## config.mk

```make
export PLATFORM = sky130hd
export DESIGN_NAME = calendar_day_number_weekday
export DESIGN_NICKNAME = d
export VERILOG_FILES = /design/src/sv/cdw_pkg.sv /design/src/sv/calendar_day_number_weekday.sv
export SDC_FILE = /design/constraint.sdc
export NUM_CORES = 2
export LEC_CHECK = 0
export BUFFER_PORTS_ARGS = -buffer_cell sky130_fd_sc_hd__buf_4
export CORE_MARGIN = 2
export CORE_UTILIZATION = 59
export CTS_BUF_LIST = sky130_fd_sc_hd__clkbuf_16
export DETAILED_ROUTE_END_ITERATION = 12
export PLACE_DENSITY = 0.87
export SETUP_SLACK_MARGIN = 0.02
export SLEW_MARGIN = 20
export SYNTH_ARGS = -nofsm -noshare
export SYNTH_HDL_FRONTEND = slang
export SYNTH_SLANG_ARGS = --single-unit
```

## constraint.sdc

```tcl
create_clock -name clock -period 7.7 [get_ports clock]
set_input_delay 0 -clock clock [delete_from_list [all_inputs] [get_ports clock]]
set_output_delay 0 -clock clock [all_outputs]
set_load 0.005 [all_outputs]
```

## src/sv/cdw_pkg.sv

```systemverilog
// ----------------------------------------------------------------------------
// Calendar day number package
// Shared widths, codes and types for the calendar day number and weekday block.
// ----------------------------------------------------------------------------
package cdw_pkg;

   localparam int MAX_MONTHS_DEF = 16;
   localparam int MAX_LEAPS_DEF  = 4;
   localparam int MAX_RULES_DEF  = 4;
   localparam int YEAR_BITS_DEF  = 12;

   localparam int PER_W  = 12;
   localparam int DAYS_W = 10;
   localparam int BASE_W = 16;
   localparam int YLEN_W = 15;
   localparam int ABS_W  = 27;
   localparam int WK_W   = 8;
   localparam int ADDR_W = 4;

   localparam logic [1:0] MODE_MONTH = 2'd0;
   localparam logic [1:0] MODE_LEAP  = 2'd1;
   localparam logic [1:0] MODE_EXC   = 2'd2;
   localparam logic [1:0] MODE_QUERY = 2'd3;

   localparam logic [1:0] REG_WEEK_LENGTH = 2'd0;
   localparam logic [1:0] REG_WEEK_OFFSET = 2'd1;
   localparam logic [1:0] REG_MONTH_COUNT = 2'd2;
   localparam logic [1:0] REG_LEAP_COUNT  = 2'd3;

   typedef struct packed {
      logic [PER_W-1:0] period;
      logic [PER_W-1:0] phase;
      logic [7:0]       prio;
      logic             happens;
   } rule_entry_type;

   typedef enum logic [13:0] {
      ST_IDLE = 14'b00000000000001,
      ST_MRD  = 14'b00000000000010,
      ST_MADD = 14'b00000000000100,
      ST_MUL  = 14'b00000000001000,
      ST_RRD  = 14'b00000000010000,
      ST_RCHK = 14'b00000000100000,
      ST_RDIV = 14'b00000001000000,
      ST_BASE = 14'b00000010000000,
      ST_BDIV = 14'b00000100000000,
      ST_ACC  = 14'b00001000000000,
      ST_WK   = 14'b00010000000000,
      ST_WMOD = 14'b00100000000000,
      ST_WDIV = 14'b01000000000000,
      ST_OUT  = 14'b10000000000000
   } state_type;

endpackage

```

## src/sv/calendar_day_number_weekday.sv

```systemverilog
// ----------------------------------------------------------------------------
// Calendar day number and weekday
// Month, leap rule and exception tables with an iterative date query engine.
// ----------------------------------------------------------------------------
// Input beats on req_ carry a mode. Modes month, leap rule and exception
// write one table entry and give no result beat. A query beat gives one
// rsp_ beat: absolute day, weekday and year length.
// A query runs on one shared restoring divider (one bit a cycle) under a
// small sequencer: months are summed one table entry at a time, then, with
// leap rules in use, every year from zero up to and including the query
// year is walked. For each leap rule in use each exception slot is read and
// checked, a valid one with a nonzero period takes a modulo on the divider,
// and the base rule takes one more modulo unless an exception decided it or
// its period is zero. req_ready stays low for the whole query, so only one
// query is in flight at a time.
// The result is held on rsp_ until taken; a stalled receiver holds the
// block. Reset is synchronous: it clears all tables and sets the registers
// to week length 7, offset 0, twelve months and no leap rules.
// The APB-style port has pready tied high; write registers only while idle.
// ----------------------------------------------------------------------------
module calendar_day_number_weekday #(
   parameter int MAX_MONTHS = cdw_pkg::MAX_MONTHS_DEF,
   parameter int MAX_LEAPS  = cdw_pkg::MAX_LEAPS_DEF,
   parameter int MAX_RULES  = cdw_pkg::MAX_RULES_DEF,
   parameter int YEAR_BITS  = cdw_pkg::YEAR_BITS_DEF
) (
   input  logic                       clock,
   input  logic                       reset,
   input  logic                       req_valid,
   output logic                       req_ready,
   input  logic [1:0]                 req_mode,
   input  logic [3:0]                 req_table_slot,
   input  logic [1:0]                 req_rule_slot,
   input  logic [9:0]                 req_day_count,
   input  logic [11:0]                req_period,
   input  logic [11:0]                req_phase,
   input  logic [3:0]                 req_month,
   input  logic [7:0]                 req_priority_req,
   input  logic                       req_flag,
   input  logic                       req_entry_valid,
   input  logic [YEAR_BITS-1:0]       req_year,
   input  logic [9:0]                 req_day,
   output logic                       rsp_valid,
   input  logic                       rsp_ready,
   output logic [26:0]                rsp_absolute_day,
   output logic [7:0]                 rsp_weekday,
   output logic [14:0]                rsp_year_length,
   input  logic                       psel,
   input  logic                       penable,
   input  logic                       pwrite,
   input  logic [cdw_pkg::ADDR_W-1:0] paddr,
   input  logic [31:0]                pwdata,
   output logic [31:0]                prdata,
   output logic                       pready
);

   localparam int MI_W    = (MAX_MONTHS > 1) ? $clog2(MAX_MONTHS) : 1;
   localparam int LI_W    = (MAX_LEAPS > 1) ? $clog2(MAX_LEAPS) : 1;
   localparam int RDEPTH  = MAX_LEAPS * MAX_RULES;
   localparam int RA_W    = (RDEPTH > 1) ? $clog2(RDEPTH) : 1;
   localparam int KC_W    = $clog2(MAX_RULES + 1);
   localparam int DIFF_W  = (YEAR_BITS > cdw_pkg::PER_W) ? YEAR_BITS : cdw_pkg::PER_W;
   localparam int ACC_W   = (YEAR_BITS + 18 > 28) ? YEAR_BITS + 18 : 28;
   localparam int CNT_W   = $clog2(ACC_W);
   localparam int PER_W   = cdw_pkg::PER_W;

   // configuration registers
   logic [7:0] week_length_ff;
   logic [8:0] week_offset_ff;
   logic [4:0] month_count_ff;
   logic [2:0] leap_count_ff;

   // tables
   logic [cdw_pkg::DAYS_W-1:0] month_mem [MAX_MONTHS];
   logic [MAX_MONTHS-1:0]      month_valid_ff;
   logic [cdw_pkg::DAYS_W-1:0] month_rd_ff;
   logic                       month_rd_vld_ff;
   cdw_pkg::rule_entry_type    rule_mem [RDEPTH];
   logic [RDEPTH-1:0]          rule_valid_ff;
   cdw_pkg::rule_entry_type    rule_rd_ff;
   logic                       rule_rd_vld_ff;
   logic [3:0]                 leap_target_ff  [MAX_LEAPS];
   logic [PER_W-1:0]           leap_period_ff  [MAX_LEAPS];
   logic [PER_W-1:0]           leap_phase_ff   [MAX_LEAPS];
   logic [cdw_pkg::DAYS_W-1:0] leap_added_ff   [MAX_LEAPS];
   logic [MAX_LEAPS-1:0]       leap_week_ff;

   // sequencer
   cdw_pkg::state_type state_ff, state_in;
   logic [YEAR_BITS-1:0]       yr_ff, yr_in, y_ff, y_in;
   logic [3:0]                 mon_ff, mon_in;
   logic [9:0]                 dy_ff, dy_in;
   logic [4:0]                 mi_ff, mi_in;
   logic [2:0]                 l_ff, l_in;
   logic [KC_W-1:0]            k_ff, k_in;
   logic [cdw_pkg::BASE_W-1:0] base_ff, base_in, pre_ff, pre_in;
   logic signed [ACC_W-1:0]    all_ff, all_in, wk_ff, wk_in;
   logic [cdw_pkg::YLEN_W-1:0] yl_ff, yl_in;
   logic [7:0]                 wd_ff, wd_in;
   logic                       found_ff, found_in, bhap_ff, bhap_in, app_ff, app_in;
   logic [7:0]                 bprio_ff, bprio_in;
   logic                       neg_ff, neg_in;

   // shared divider
   logic [ACC_W-1:0]  div_q_ff;
   logic [PER_W-1:0]  div_rem_ff, div_den_ff;
   logic [CNT_W-1:0]  div_cnt_ff;
   logic              div_busy_ff;
   logic              div_start;
   logic [ACC_W-1:0]  div_num;
   logic [PER_W-1:0]  div_den;
   logic [CNT_W-1:0]  div_len;
   logic [PER_W:0]    div_trial;

   logic                       req_fire, cfg_fire;
   logic [4:0]                 nm;
   logic [3:0]                 nl;
   logic [4:0]                 lim;
   logic [MI_W-1:0]            m_addr;
   logic [RA_W-1:0]            r_addr;
   logic [LI_W-1:0]            lidx;
   logic [DIFF_W-1:0]          y_ext, ph_ext, diff;
   logic signed [ACC_W-1:0]    wv;
   logic [ACC_W-1:0]           product;
   cdw_pkg::rule_entry_type    rule_wr;

   assign req_fire  = req_valid && req_ready;
   assign cfg_fire  = psel && penable && pwrite && pready;
   assign req_ready = (state_ff == cdw_pkg::ST_IDLE);
   assign rsp_valid = (state_ff == cdw_pkg::ST_OUT);
   assign pready    = 1'b1;
   assign rsp_absolute_day = all_ff[cdw_pkg::ABS_W-1:0];
   assign rsp_weekday      = wd_ff;
   assign rsp_year_length  = yl_ff;

   assign nm  = (32'(month_count_ff) < MAX_MONTHS) ? month_count_ff : 5'(MAX_MONTHS);
   assign nl  = (32'(leap_count_ff) < MAX_LEAPS) ? {1'b0, leap_count_ff} : 4'(MAX_LEAPS);
   assign lim = ({1'b0, mon_ff} < nm) ? {1'b0, mon_ff} : nm;
   assign m_addr = MI_W'(mi_ff);
   assign r_addr = RA_W'(32'(l_ff) * MAX_RULES + 32'(k_ff));
   assign lidx   = LI_W'(l_ff);
   assign y_ext  = DIFF_W'(y_ff);
   assign ph_ext = DIFF_W'(leap_phase_ff[lidx]);
   assign diff   = (y_ext >= ph_ext) ? y_ext - ph_ext : ph_ext - y_ext;
   assign wv     = wk_ff + ACC_W'(signed'(week_offset_ff));
   assign product = ACC_W'(yr_ff) * ACC_W'(base_ff);
   assign div_trial = {div_rem_ff, div_q_ff[div_cnt_ff]};

   assign rule_wr.period  = req_period;
   assign rule_wr.phase   = req_phase;
   assign rule_wr.prio    = req_priority_req;
   assign rule_wr.happens = req_flag;

   always_comb begin
      case (paddr[3:2])
         cdw_pkg::REG_WEEK_LENGTH: prdata = {24'd0, week_length_ff};
         cdw_pkg::REG_WEEK_OFFSET: prdata = {23'd0, week_offset_ff};
         cdw_pkg::REG_MONTH_COUNT: prdata = {27'd0, month_count_ff};
         cdw_pkg::REG_LEAP_COUNT:  prdata = {29'd0, leap_count_ff};
         default:                  prdata = 32'd0;
      endcase
   end

   always_ff @(posedge clock) begin
      if (reset) begin
         week_length_ff <= 8'd7;
         week_offset_ff <= 9'd0;
         month_count_ff <= 5'd12;
         leap_count_ff  <= 3'd0;
      end else if (cfg_fire) begin
         case (paddr[3:2])
            cdw_pkg::REG_WEEK_LENGTH: week_length_ff <= pwdata[7:0];
            cdw_pkg::REG_WEEK_OFFSET: week_offset_ff <= pwdata[8:0];
            cdw_pkg::REG_MONTH_COUNT: month_count_ff <= pwdata[4:0];
            cdw_pkg::REG_LEAP_COUNT:  leap_count_ff  <= pwdata[2:0];
            default: ;
         endcase
      end
   end

   // month table
   always_ff @(posedge clock) begin
      if (req_fire && req_mode == cdw_pkg::MODE_MONTH && 32'(req_table_slot) < MAX_MONTHS) begin
         month_mem[MI_W'(req_table_slot)] <= req_day_count;
      end
      month_rd_ff <= month_mem[m_addr];
   end

   always_ff @(posedge clock) begin
      if (reset) begin
         month_valid_ff  <= '0;
         month_rd_vld_ff <= 1'b0;
      end else begin
         if (req_fire && req_mode == cdw_pkg::MODE_MONTH &&
             32'(req_table_slot) < MAX_MONTHS) begin
            month_valid_ff[MI_W'(req_table_slot)] <= 1'b1;
         end
         month_rd_vld_ff <= month_valid_ff[m_addr];
      end
   end

   // exception table
   always_ff @(posedge clock) begin
      if (req_fire && req_mode == cdw_pkg::MODE_EXC && 32'(req_table_slot) < MAX_LEAPS &&
          32'(req_rule_slot) < MAX_RULES) begin
         rule_mem[RA_W'(32'(req_table_slot) * MAX_RULES + 32'(req_rule_slot))] <= rule_wr;
      end
      rule_rd_ff <= rule_mem[r_addr];
   end

   always_ff @(posedge clock) begin
      if (reset) begin
         rule_valid_ff  <= '0;
         rule_rd_vld_ff <= 1'b0;
      end else begin
         if (req_fire && req_mode == cdw_pkg::MODE_EXC && 32'(req_table_slot) < MAX_LEAPS &&
             32'(req_rule_slot) < MAX_RULES) begin
            rule_valid_ff[RA_W'(32'(req_table_slot) * MAX_RULES + 32'(req_rule_slot))]
               <= req_entry_valid;
         end
         rule_rd_vld_ff <= rule_valid_ff[r_addr];
      end
   end

   // leap rule table
   always_ff @(posedge clock) begin
      if (reset) begin
         for (int i = 0; i < MAX_LEAPS; i++) begin
            leap_target_ff[i] <= '0;
            leap_period_ff[i] <= '0;
            leap_phase_ff[i]  <= '0;
            leap_added_ff[i]  <= '0;
         end
         leap_week_ff <= '0;
      end else if (req_fire && req_mode == cdw_pkg::MODE_LEAP &&
                   32'(req_table_slot) < MAX_LEAPS) begin
         leap_target_ff[LI_W'(req_table_slot)] <= req_month;
         leap_period_ff[LI_W'(req_table_slot)] <= req_period;
         leap_phase_ff[LI_W'(req_table_slot)]  <= req_phase;
         leap_added_ff[LI_W'(req_table_slot)]  <= req_day_count;
         leap_week_ff[LI_W'(req_table_slot)]   <= req_flag;
      end
   end

   // shared restoring divider, one quotient bit a cycle
   always_ff @(posedge clock) begin
      if (reset) begin
         div_busy_ff <= 1'b0;
      end else if (div_start) begin
         div_busy_ff <= 1'b1;
      end else if (div_busy_ff && div_cnt_ff == '0) begin
         div_busy_ff <= 1'b0;
      end
   end

   always_ff @(posedge clock) begin
      if (div_start) begin
         div_q_ff   <= div_num;
         div_den_ff <= div_den;
         div_cnt_ff <= div_len;
         div_rem_ff <= '0;
      end else if (div_busy_ff) begin
         if (div_trial >= {1'b0, div_den_ff}) begin
            div_rem_ff <= PER_W'(div_trial - {1'b0, div_den_ff});
         end else begin
            div_rem_ff <= div_trial[PER_W-1:0];
         end
         div_cnt_ff <= div_cnt_ff - 1'b1;
      end
   end

   // sequencer
   always_comb begin
      state_in = state_ff;
      yr_in = yr_ff;  y_in = y_ff;  mon_in = mon_ff;  dy_in = dy_ff;
      mi_in = mi_ff;  l_in = l_ff;  k_in = k_ff;
      base_in = base_ff;  pre_in = pre_ff;
      all_in = all_ff;  wk_in = wk_ff;  yl_in = yl_ff;  wd_in = wd_ff;
      found_in = found_ff;  bhap_in = bhap_ff;  bprio_in = bprio_ff;
      app_in = app_ff;  neg_in = neg_ff;
      div_start = 1'b0;
      div_num = ACC_W'(y_ff);
      div_den = rule_rd_ff.period;
      div_len = CNT_W'(DIFF_W - 1);
      case (state_ff)
         cdw_pkg::ST_IDLE: begin
            if (req_fire && req_mode == cdw_pkg::MODE_QUERY) begin
               yr_in = req_year;  mon_in = req_month;  dy_in = req_day;
               mi_in = '0;  base_in = '0;  pre_in = '0;
               state_in = cdw_pkg::ST_MRD;
            end
         end
         cdw_pkg::ST_MRD: begin
            state_in = (mi_ff < nm) ? cdw_pkg::ST_MADD : cdw_pkg::ST_MUL;
         end
         cdw_pkg::ST_MADD: begin
            if (month_rd_vld_ff) begin
               base_in = base_ff + cdw_pkg::BASE_W'(month_rd_ff);
               if (mi_ff < {1'b0, mon_ff}) begin
                  pre_in = pre_ff + cdw_pkg::BASE_W'(month_rd_ff);
               end
            end
            mi_in = mi_ff + 1'b1;
            state_in = cdw_pkg::ST_MRD;
         end
         cdw_pkg::ST_MUL: begin
            all_in = signed'(product);
            wk_in  = signed'(product);
            yl_in  = cdw_pkg::YLEN_W'(base_ff);
            y_in = '0;  l_in = '0;  k_in = '0;  found_in = 1'b0;
            state_in = (nl == 4'd0) ? cdw_pkg::ST_WK : cdw_pkg::ST_RRD;
         end
         cdw_pkg::ST_RRD: begin
            state_in = (32'(k_ff) < MAX_RULES) ? cdw_pkg::ST_RCHK : cdw_pkg::ST_BASE;
         end
         cdw_pkg::ST_RCHK: begin
            if (rule_rd_vld_ff && rule_rd_ff.period != '0) begin
               div_start = 1'b1;
               state_in = cdw_pkg::ST_RDIV;
            end else begin
               k_in = k_ff + 1'b1;
               state_in = cdw_pkg::ST_RRD;
            end
         end
         cdw_pkg::ST_RDIV: begin
            if (!div_busy_ff) begin
               if (div_rem_ff == rule_rd_ff.phase &&
                   (!found_ff || rule_rd_ff.prio > bprio_ff)) begin
                  found_in = 1'b1;
                  bprio_in = rule_rd_ff.prio;
                  bhap_in  = rule_rd_ff.happens;
               end
               k_in = k_ff + 1'b1;
               state_in = cdw_pkg::ST_RRD;
            end
         end
         cdw_pkg::ST_BASE: begin
            if (found_ff) begin
               app_in = bhap_ff;
               state_in = cdw_pkg::ST_ACC;
            end else if (leap_period_ff[lidx] == '0) begin
               app_in = 1'b0;
               state_in = cdw_pkg::ST_ACC;
            end else begin
               div_start = 1'b1;
               div_num = ACC_W'(diff);
               div_den = leap_period_ff[lidx];
               state_in = cdw_pkg::ST_BDIV;
            end
         end
         cdw_pkg::ST_BDIV: begin
            if (!div_busy_ff) begin
               app_in = (div_rem_ff == '0);
               state_in = cdw_pkg::ST_ACC;
            end
         end
         cdw_pkg::ST_ACC: begin
            if (app_ff) begin
               if (y_ff != yr_ff) begin
                  all_in = all_ff + ACC_W'(leap_added_ff[lidx]);
                  if (leap_week_ff[lidx]) begin
                     wk_in = wk_ff + ACC_W'(leap_added_ff[lidx]);
                  end
               end else begin
                  yl_in = yl_ff + cdw_pkg::YLEN_W'(leap_added_ff[lidx]);
                  if ({1'b0, leap_target_ff[lidx]} < lim) begin
                     all_in = all_ff + ACC_W'(leap_added_ff[lidx]);
                     if (leap_week_ff[lidx]) begin
                        wk_in = wk_ff + ACC_W'(leap_added_ff[lidx]);
                     end
                  end
               end
            end
            k_in = '0;
            found_in = 1'b0;
            if ({1'b0, l_ff} + 4'd1 == nl) begin
               l_in = '0;
               if (y_ff == yr_ff) begin
                  state_in = cdw_pkg::ST_WK;
               end else begin
                  y_in = y_ff + 1'b1;
                  state_in = cdw_pkg::ST_RRD;
               end
            end else begin
               l_in = l_ff + 1'b1;
               state_in = cdw_pkg::ST_RRD;
            end
         end
         cdw_pkg::ST_WK: begin
            all_in = all_ff + ACC_W'(pre_ff) + ACC_W'(dy_ff) - ACC_W'(1);
            wk_in  = wk_ff + ACC_W'(pre_ff) + ACC_W'(dy_ff) - ACC_W'(1);
            state_in = cdw_pkg::ST_WMOD;
         end
         cdw_pkg::ST_WMOD: begin
            if (week_length_ff == 8'd0) begin
               wd_in = 8'd0;
               state_in = cdw_pkg::ST_OUT;
            end else begin
               neg_in = wv[ACC_W-1];
               div_start = 1'b1;
               div_num = wv[ACC_W-1] ? ACC_W'(-wv) : ACC_W'(wv);
               div_den = PER_W'(week_length_ff);
               div_len = CNT_W'(ACC_W - 1);
               state_in = cdw_pkg::ST_WDIV;
            end
         end
         cdw_pkg::ST_WDIV: begin
            if (!div_busy_ff) begin
               if (neg_ff && div_rem_ff != '0) begin
                  wd_in = week_length_ff - div_rem_ff[7:0];
               end else begin
                  wd_in = div_rem_ff[7:0];
               end
               state_in = cdw_pkg::ST_OUT;
            end
         end
         cdw_pkg::ST_OUT: begin
            if (rsp_ready) begin
               state_in = cdw_pkg::ST_IDLE;
            end
         end
         default: state_in = cdw_pkg::ST_IDLE;
      endcase
   end

   always_ff @(posedge clock) begin
      if (reset) begin
         state_ff <= cdw_pkg::ST_IDLE;
      end else begin
         state_ff <= state_in;
      end
   end

   always_ff @(posedge clock) begin
      yr_ff <= yr_in;  y_ff <= y_in;  mon_ff <= mon_in;  dy_ff <= dy_in;
      mi_ff <= mi_in;  l_ff <= l_in;  k_ff <= k_in;
      base_ff <= base_in;  pre_ff <= pre_in;
      all_ff <= all_in;  wk_ff <= wk_in;  yl_ff <= yl_in;  wd_ff <= wd_in;
      found_ff <= found_in;  bhap_ff <= bhap_in;  bprio_ff <= bprio_in;
      app_ff <= app_in;  neg_ff <= neg_in;
   end

   a_no_overlap: assert property (@(posedge clock) disable iff (reset)
      !(req_ready && rsp_valid)) else $error("ready while result pending");

   a_div_owner: assert property (@(posedge clock) disable iff (reset)
      div_busy_ff |-> (state_ff == cdw_pkg::ST_RDIV || state_ff == cdw_pkg::ST_BDIV ||
                       state_ff == cdw_pkg::ST_WDIV)) else $error("divider busy out of turn");

   a_back_idle: assert property (@(posedge clock) disable iff (reset)
      (rsp_valid && rsp_ready) |=> req_ready) else $error("no return to idle");

   a_weekday_range: assert property (@(posedge clock) disable iff (reset)
      (rsp_valid && week_length_ff != 8'd0) |-> (rsp_weekday < week_length_ff))
      else $error("weekday out of range");

endmodule

```

Word level (Yosys, flattened, before mapping)
Memories as Yosys holds them, arrays and structs flattened. A register that Yosys moved wholly into a read port is not among the register bits.
Cells that the tools add are included.
{"block": "word_totals", "word_cells": 309, "inputBits": 121, "ram_bits": 840, "ff_bits": 313, "memories": 6}
{"name": "rule_mem", "depth": 16, "width": 33, "read_ports": 1, "rd_clocked_by_memory_dff": 1, "wr": 1, "line": "calendar_day_number_weekday.sv:78", "source": "cdw_pkg::rule_entry_type rule_mem [RDEPTH];"}
{"name": "month_mem", "depth": 16, "width": 10, "read_ports": 1, "rd_clocked_by_memory_dff": 1, "wr": 1, "line": "calendar_day_number_weekday.sv:74", "source": "logic [cdw_pkg::DAYS_W-1:0] month_mem [MAX_MONTHS];"}
{"name": "leap_period_ff", "depth": 4, "width": 12, "read_ports": 1, "rd_clocked_by_memory_dff": 1, "wr": 4, "line": "calendar_day_number_weekday.sv:83", "source": "logic [PER_W-1:0] leap_period_ff [MAX_LEAPS];"}
{"name": "leap_phase_ff", "depth": 4, "width": 12, "read_ports": 1, "rd_clocked_by_memory_dff": 1, "wr": 4, "line": "calendar_day_number_weekday.sv:84", "source": "logic [PER_W-1:0] leap_phase_ff [MAX_LEAPS];"}
{"name": "leap_added_ff", "depth": 4, "width": 10, "read_ports": 1, "rd_clocked_by_memory_dff": 1, "wr": 4, "line": "calendar_day_number_weekday.sv:85", "source": "logic [cdw_pkg::DAYS_W-1:0] leap_added_ff [MAX_LEAPS];"}
{"name": "leap_target_ff", "depth": 4, "width": 4, "read_ports": 1, "rd_clocked_by_memory_dff": 1, "wr": 4, "line": "calendar_day_number_weekday.sv:82", "source": "logic [3:0] leap_target_ff [MAX_LEAPS];"}
{"block": "classes", "order_cmp": 21, "mul": 1, "mux": 121, "n_reduce_logical": 59, "n_eq_ne": 40, "bitwise": 3, "add_sub_neg": 25}
{"operator": "$mux 30", "n": 9}
{"operator": "$pmux 14 s14", "n": 1}
{"operator": "$pmux 30 s3", "n": 2}
{"operator": "$mux 12", "n": 11}
{"operator": "$pmux 32 s4", "n": 1}
{"operator": "$add 30x10->30", "n": 4}
{"operator": "$mux 14", "n": 7}
{"operator": "$mux 16", "n": 4}
{"operator": "$pmux 16 s2", "n": 2}
{"operator": "$add 30x16->30", "n": 2}
{"operator": "$pmux 30 s2", "n": 1}
{"operator": "$sub 30x1->30 const B", "n": 2}
{"operator": "$pmux 12 s2", "n": 2}
{"operator": "$sub 12x12->12", "n": 3}
{"operator": "$mux 5", "n": 7}
{"operator": "$add 16x10->16", "n": 2}
{"operator": "$mux 8", "n": 4}
{"operator": "$mux 1", "n": 31}
{"operator": "$add 30x9->30", "n": 1}
{"operator": "$mux 10", "n": 3}
{"operator": "$mux 15", "n": 2}
{"operator": "$neg 30->30", "n": 1}
{"operator": "$pmux 15 s2", "n": 1}
{"operator": "$mul 12x16->28", "n": 1}
{"operator": "84 further kinds", "n": 166}

Depth between registers and ports, before layout
{"block": "depth", "word_depth": 9, "mapped_depth": 23}

Worst setup path before layout
OpenSTA, ideal clock, no wires.
{"block": "synth_path", "path_kind": "register to register", "from": "register yr_ff[3]", "to": "register all_ff[19] (data pin)", "setup_time_ps": 261, "path_buffers": 2, "t_arrival_ps": 5425, "path_slack_ps": 2015, "path_stages_with_launch": 21, "path_cell_list": "edfxtp_1 clkbuf_1 clkbuf_1 nand2_1 fa_1 fa_1 fa_1 inv_1 fa_1 inv_1 fa_1 inv_1 ha_1 or4_1 and3_1 o21a_1 o21a_1 o21ai_0 nor3b_1 nor3_1 a221o_1"}
{"block": "synth_via", "elab_chain_len": 4, "elab_cells_between_ends": 5, "classes_between": "mul: 1; eq/ne: 1; mux: 3"}
{"item": "start: declaration", "line": "calendar_day_number_weekday.sv:90", "source": "logic [YEAR_BITS-1:0] yr_ff, yr_in, y_ff, y_in;"}
{"item": "start signal: assignment", "line": "calendar_day_number_weekday.sv:435", "source": "yr_ff <= yr_in; y_ff <= y_in; mon_ff <= mon_in; dy_ff <= dy_in;"}
{"item": "parallel branches: the longest is 3 deep, another holds $mul 12x16->28"}
{"item": "$pmux 30 s3 *", "line": "calendar_day_number_weekday.sv:285", "source": "case (state_ff)"}
{"item": "via all_in[19]", "line": "calendar_day_number_weekday.sv:97", "source": "logic signed [ACC_W-1:0] all_ff, all_in, wk_ff, wk_in;"}
{"item": "end signal: assignment", "line": "calendar_day_number_weekday.sv:438", "source": "all_ff <= all_in; wk_ff <= wk_in; yl_ff <= yl_in; wd_ff <= wd_in;"}
{"item": "end: declaration", "line": "calendar_day_number_weekday.sv:97"}
Mark *: on every way through the listed nets, which the timed path passes. The select of a mux whose other input is x is not followed.
A chain may end at the register's enable or synchronous reset.

Worst setup path in the final report
{"block": "layout_path", "from": "register yr_ff[3]", "to": "register wk_ff[26] (data pin)"}
{"block": "layout_via", "elab_chain_len": 4, "elab_cells_between_ends": 5, "classes_between": "mul: 1; eq/ne: 1; mux: 3"}
{"item": "parallel branches: the longest is 3 deep, another holds $mul 12x16->28"}
{"item": "$pmux 30 s3 *", "line": "calendar_day_number_weekday.sv:285"}
{"item": "via wk_in[26]", "line": "calendar_day_number_weekday.sv:97"}
{"item": "end signal: assignment", "line": "calendar_day_number_weekday.sv:438"}
{"item": "end: declaration", "line": "calendar_day_number_weekday.sv:97"}
Marked as above.

==> impl_metrics.env <==
export IMPL_setup_tns_ns=0
export IMPL_synth_area_mm2=0.0649
export IMPL_hpwl_um=114000
export IMPL_clockPowerShare=0.380
export IMPL_avgViaCountPerCell=6.69
export IMPL_synth_top_cell_by_area="edfxtp_1"
export IMPL_timing_critical_path_fanout_max=17
export IMPL_core_rowCount=121
export IMPL_ys_ff_latch=1195
export IMPL_hold_path_end="dy_ff[7]"
export IMPL_holdCritStartpoint="req_day[7]"
export IMPL_finalClockSkew_ns=0.0976
export IMPL_r2r_end="wk_ff[26]"
export IMPL_gr_total_overflow=0
export IMPL_arrival_ns=6.74
export IMPL_die_h_um=336
export IMPL_cts_buffer_depth=3
export IMPL_fmax_ghz=0.159
export IMPL_portBuffers=156
export IMPL_cts_tree="yes"
export IMPL_synth_area_leaders="edfxtp_1 49%, mux4_2 9.6%, ha_1 6.7%"
export IMPL_cp_required_ns=8.14
export IMPL_yosys_area_top_type_share=0.490
export IMPL_hp_class="in2reg"
export IMPL_grt_max_degree=94
export IMPL_status="finished clean"
export IMPL_path_clk_slew_ns=0.07
export IMPL_syn_inst=4910
export IMPL_power_density_mw_per_mm2=210
export IMPL_pwr_share_comb=0.143
export IMPL_p_switching_mw=4.05
export IMPL_netlist_top_cells_count="1,060 x edfxtp_1, 429 x inv_1, 349 x ha_1"
export IMPL_post_cts_buffers=0
export IMPL_yosysMostFrequentCell="edfxtp_1"
export IMPL_start_kind="register"
export IMPL_finalHoldViolCount=0
export IMPL_drc=0
export IMPL_post_route_min_period_ns=6.30
export IMPL_cp_end_kind="register"
export IMPL_setup_slack_ns=1.40
export IMPL_slew_headroom=0.266
export IMPL_nNetsFinal=5791
export IMPL_synth_edf_count=1060
export IMPL_routedWlPerCell_um=28.0
export IMPL_drv_cap=0
export IMPL_cts_root_buffer="clkbuf_16"
export IMPL_place_ws_ns=1.51
export IMPL_crit_type="reg2reg"
export IMPL_dieArea_mm2=0.113
export IMPL_internal_power_mw=11.2
export IMPL_synth_warning_count=0
export IMPL_track_usage=0.327
export IMPL_hold_slack_ns=0.0125
export IMPL_ioPinCount=206
export IMPL_num_vias=44600
export IMPL_ys_flop_type="edfxtp_1"
export IMPL_grt_pass1_vias=44400
export IMPL_vdd_drop_max_v=0.000317
export IMPL_clock_sinks=1195
export IMPL_final_antenna_net_count=0
export IMPL_drive_gt1_frac=0.146
export IMPL_initial_core_util=0.596
export IMPL_rrSetupSlack_ns=1.40
export IMPL_power_frac_seq=0.477
export IMPL_grt_pass1_wl_um=275000
export IMPL_nFillCells=7077
export IMPL_wl_um=187000
export IMPL_area_growth_pct=11.8
export IMPL_async_reset_ff_frac=0
export IMPL_power_total_mw=15.2
export IMPL_final_cells=6671
export IMPL_avgSynthCellArea_um2=13.2
export IMPL_fp_dieW_um=336
export IMPL_yosysSeqAreaShare=0.532
export IMPL_rsz0062_at_grt="false"
export IMPL_placed_cells=6337
export IMPL_worstReg2RegStart="yr_ff[3]"
export IMPL_crit_start="yr_ff[3]"
export IMPL_leakage_nw=28.2
export IMPL_gp_congestion=0.943
export IMPL_clock_latency_ns=0.82
export IMPL_swShare=0.266
export IMPL_antenna_found_initial=14
export IMPL_slew_viol_final=0
export IMPL_synth_cell_types=98
export IMPL_htree_levels=3
export IMPL_utilization=0.666
export IMPL_dpl_cell_area_mm2=0.0677
export IMPL_dr_pass1_iters=8
export IMPL_final_cell_area_mm2=0.0726
export IMPL_core_area_mm2=0.109
export IMPL_tightest_slew_ns=1.10
export IMPL_cts_buffers=116
export IMPL_setup_violations=0
export IMPL_reg2reg_depth=20
export IMPL_hold_path_depth=2
export IMPL_drt_iter0_markers=6394
export IMPL_post_route_period_util=0.818
## registers in the layout (all words and copies together), names as in the netlist, 14 cells and up, named ones only
register	flops
rule_rd_ff	33
base_ff	16
state_ff	14
rsp_year_length	15
leap_target_ff	16
leap_phase_ff	48
wk_ff	30
rule_mem	528
leap_period_ff	48
month_mem	160
month_valid_ff	16
all_ff	27
div_q_ff	30
pre_ff	16
leap_added_ff	40
rule_valid_ff	16
## worst max-delay path: stages (launching register included)
cell and delay (ns):
edfxtp_1 0.89, nand2_1 0.18, fa_1 0.58, inv_1 0.05, fa_1 0.48, fa_1 0.51
fa_1 0.51, inv_1 0.05, fa_1 0.48, inv_1 0.04, ha_1 0.33, a21oi_1 0.15
o21ai_0 0.09, a21o_1 0.21, a21o_1 0.18, a222oi_1 0.45, a21oi_1 0.18, a31oi_1 0.24
xnor2_1 0.11, nand2_1 0.16, o221ai_1 0.14
## cell families (layout without fill, tap and decap cells)
| logic type | after synthesis | count (layout) | synth area share |
|---|---|---|---|
| AND/OR/NAND/NOR | 1221 | 1221 | 0.0941 |
| flip-flops | 1195 | 1195 | 0.532 |
| AO/OA/AOI/OAI | 716 | 716 | 0.0740 |
| buffers and inverters | 662 | 983 | 0.0402 |
| adder cells (fa/ha/maj) | 519 | 519 | 0.120 |
| multiplexers | 338 | 338 | 0.105 |
| XOR/XNOR | 257 | 257 | 0.0348 |
| other | 2 | 28 | 0.000116 |
## power groups by stage
| stage | registers, mW | clock network [mW] | logic, mW |
|---|---|---|---|
| 2_1_floorplan | 7.37 | 0 | 1.52 |
| 3_3_place_gp | 7.39 | 0 | 2.02 |
| 3_5_place_dp | 7.40 | 0 | 2.08 |
| 4_1_cts | 7.26 | 5.75 | 2.15 |
| 5_1_grt | 7.27 | 6.00 | 2.41 |
| 6_report | 7.27 | 5.79 | 2.17 |
## final cells by class
type / count / area (µm²) / area share
sequential: 1195 / 34500 / 0.476
tap: 1414 / 1770 / 0.0244
timing repair buffer: 333 / 2780 / 0.0383
clock inverter: 104 / 876 / 0.0121
antenna: 4 / 10.0 / 0.000138
inverter: 430 / 1620 / 0.0223
multi-input combinational: 3075 / 28100 / 0.387
clock buffer: 116 / 2900 / 0.0400
## how the worst max path moves through the flow
| stage | end |
|---|---|
| floorplan | all_ff[19] |
| global placement | all_ff[26] |
| detailed placement | all_ff[19] |
| CTS | wk_ff[26] |
| global route | wk_ff[26] |
| finish | wk_ff[26] |
## layer usage
metal  routed length (µm)  track usage  up-vias
li1                     -            -    18500
met1                62900        0.405    21700
met2                88500        0.534     3470
met3                22400       0.0790      859
met4                12700        0.175       22
met5                  145            0        -
## cells in the final DEF, fill, tap and decap left out, types with 23 or more instances in the layout
cell type	synthesis	layout
nand2_1	340	340
a21o_1	77	77
fa_1	170	170
and3_1	130	130
ha_1	349	348
xnor2_1	168	168
buf_4	27	222
nor2b_1	40	37
inv_1	429	446
and2_1	116	116
o21a_1	29	29
nor2_1	282	263
a22oi_1	29	29
xor2_1	88	87
nor3_1	62	58
nand4_1	24	24
a21oi_1	189	189
clkbuf_16	0	116
nand2b_1	36	32
nor4_1	27	26
or3_1	26	26
dlygate4sd3_1	0	110
clkinv_1	0	36
mux4_2	276	276
dfxtp_1	135	133
o21ai_0	140	140
conb_1	2	24
nand3_1	62	62
o21bai_1	23	23
mux2i_1	57	57
a211oi_1	26	25
edfxtp_1	1060	1060
## what timing repair did
action	4_1_cts	5_1_grt
resized for setup	0	0
hold buffers	108	2
hold endpoints to repair	1127	2
(Power assumes the default switching activity.)
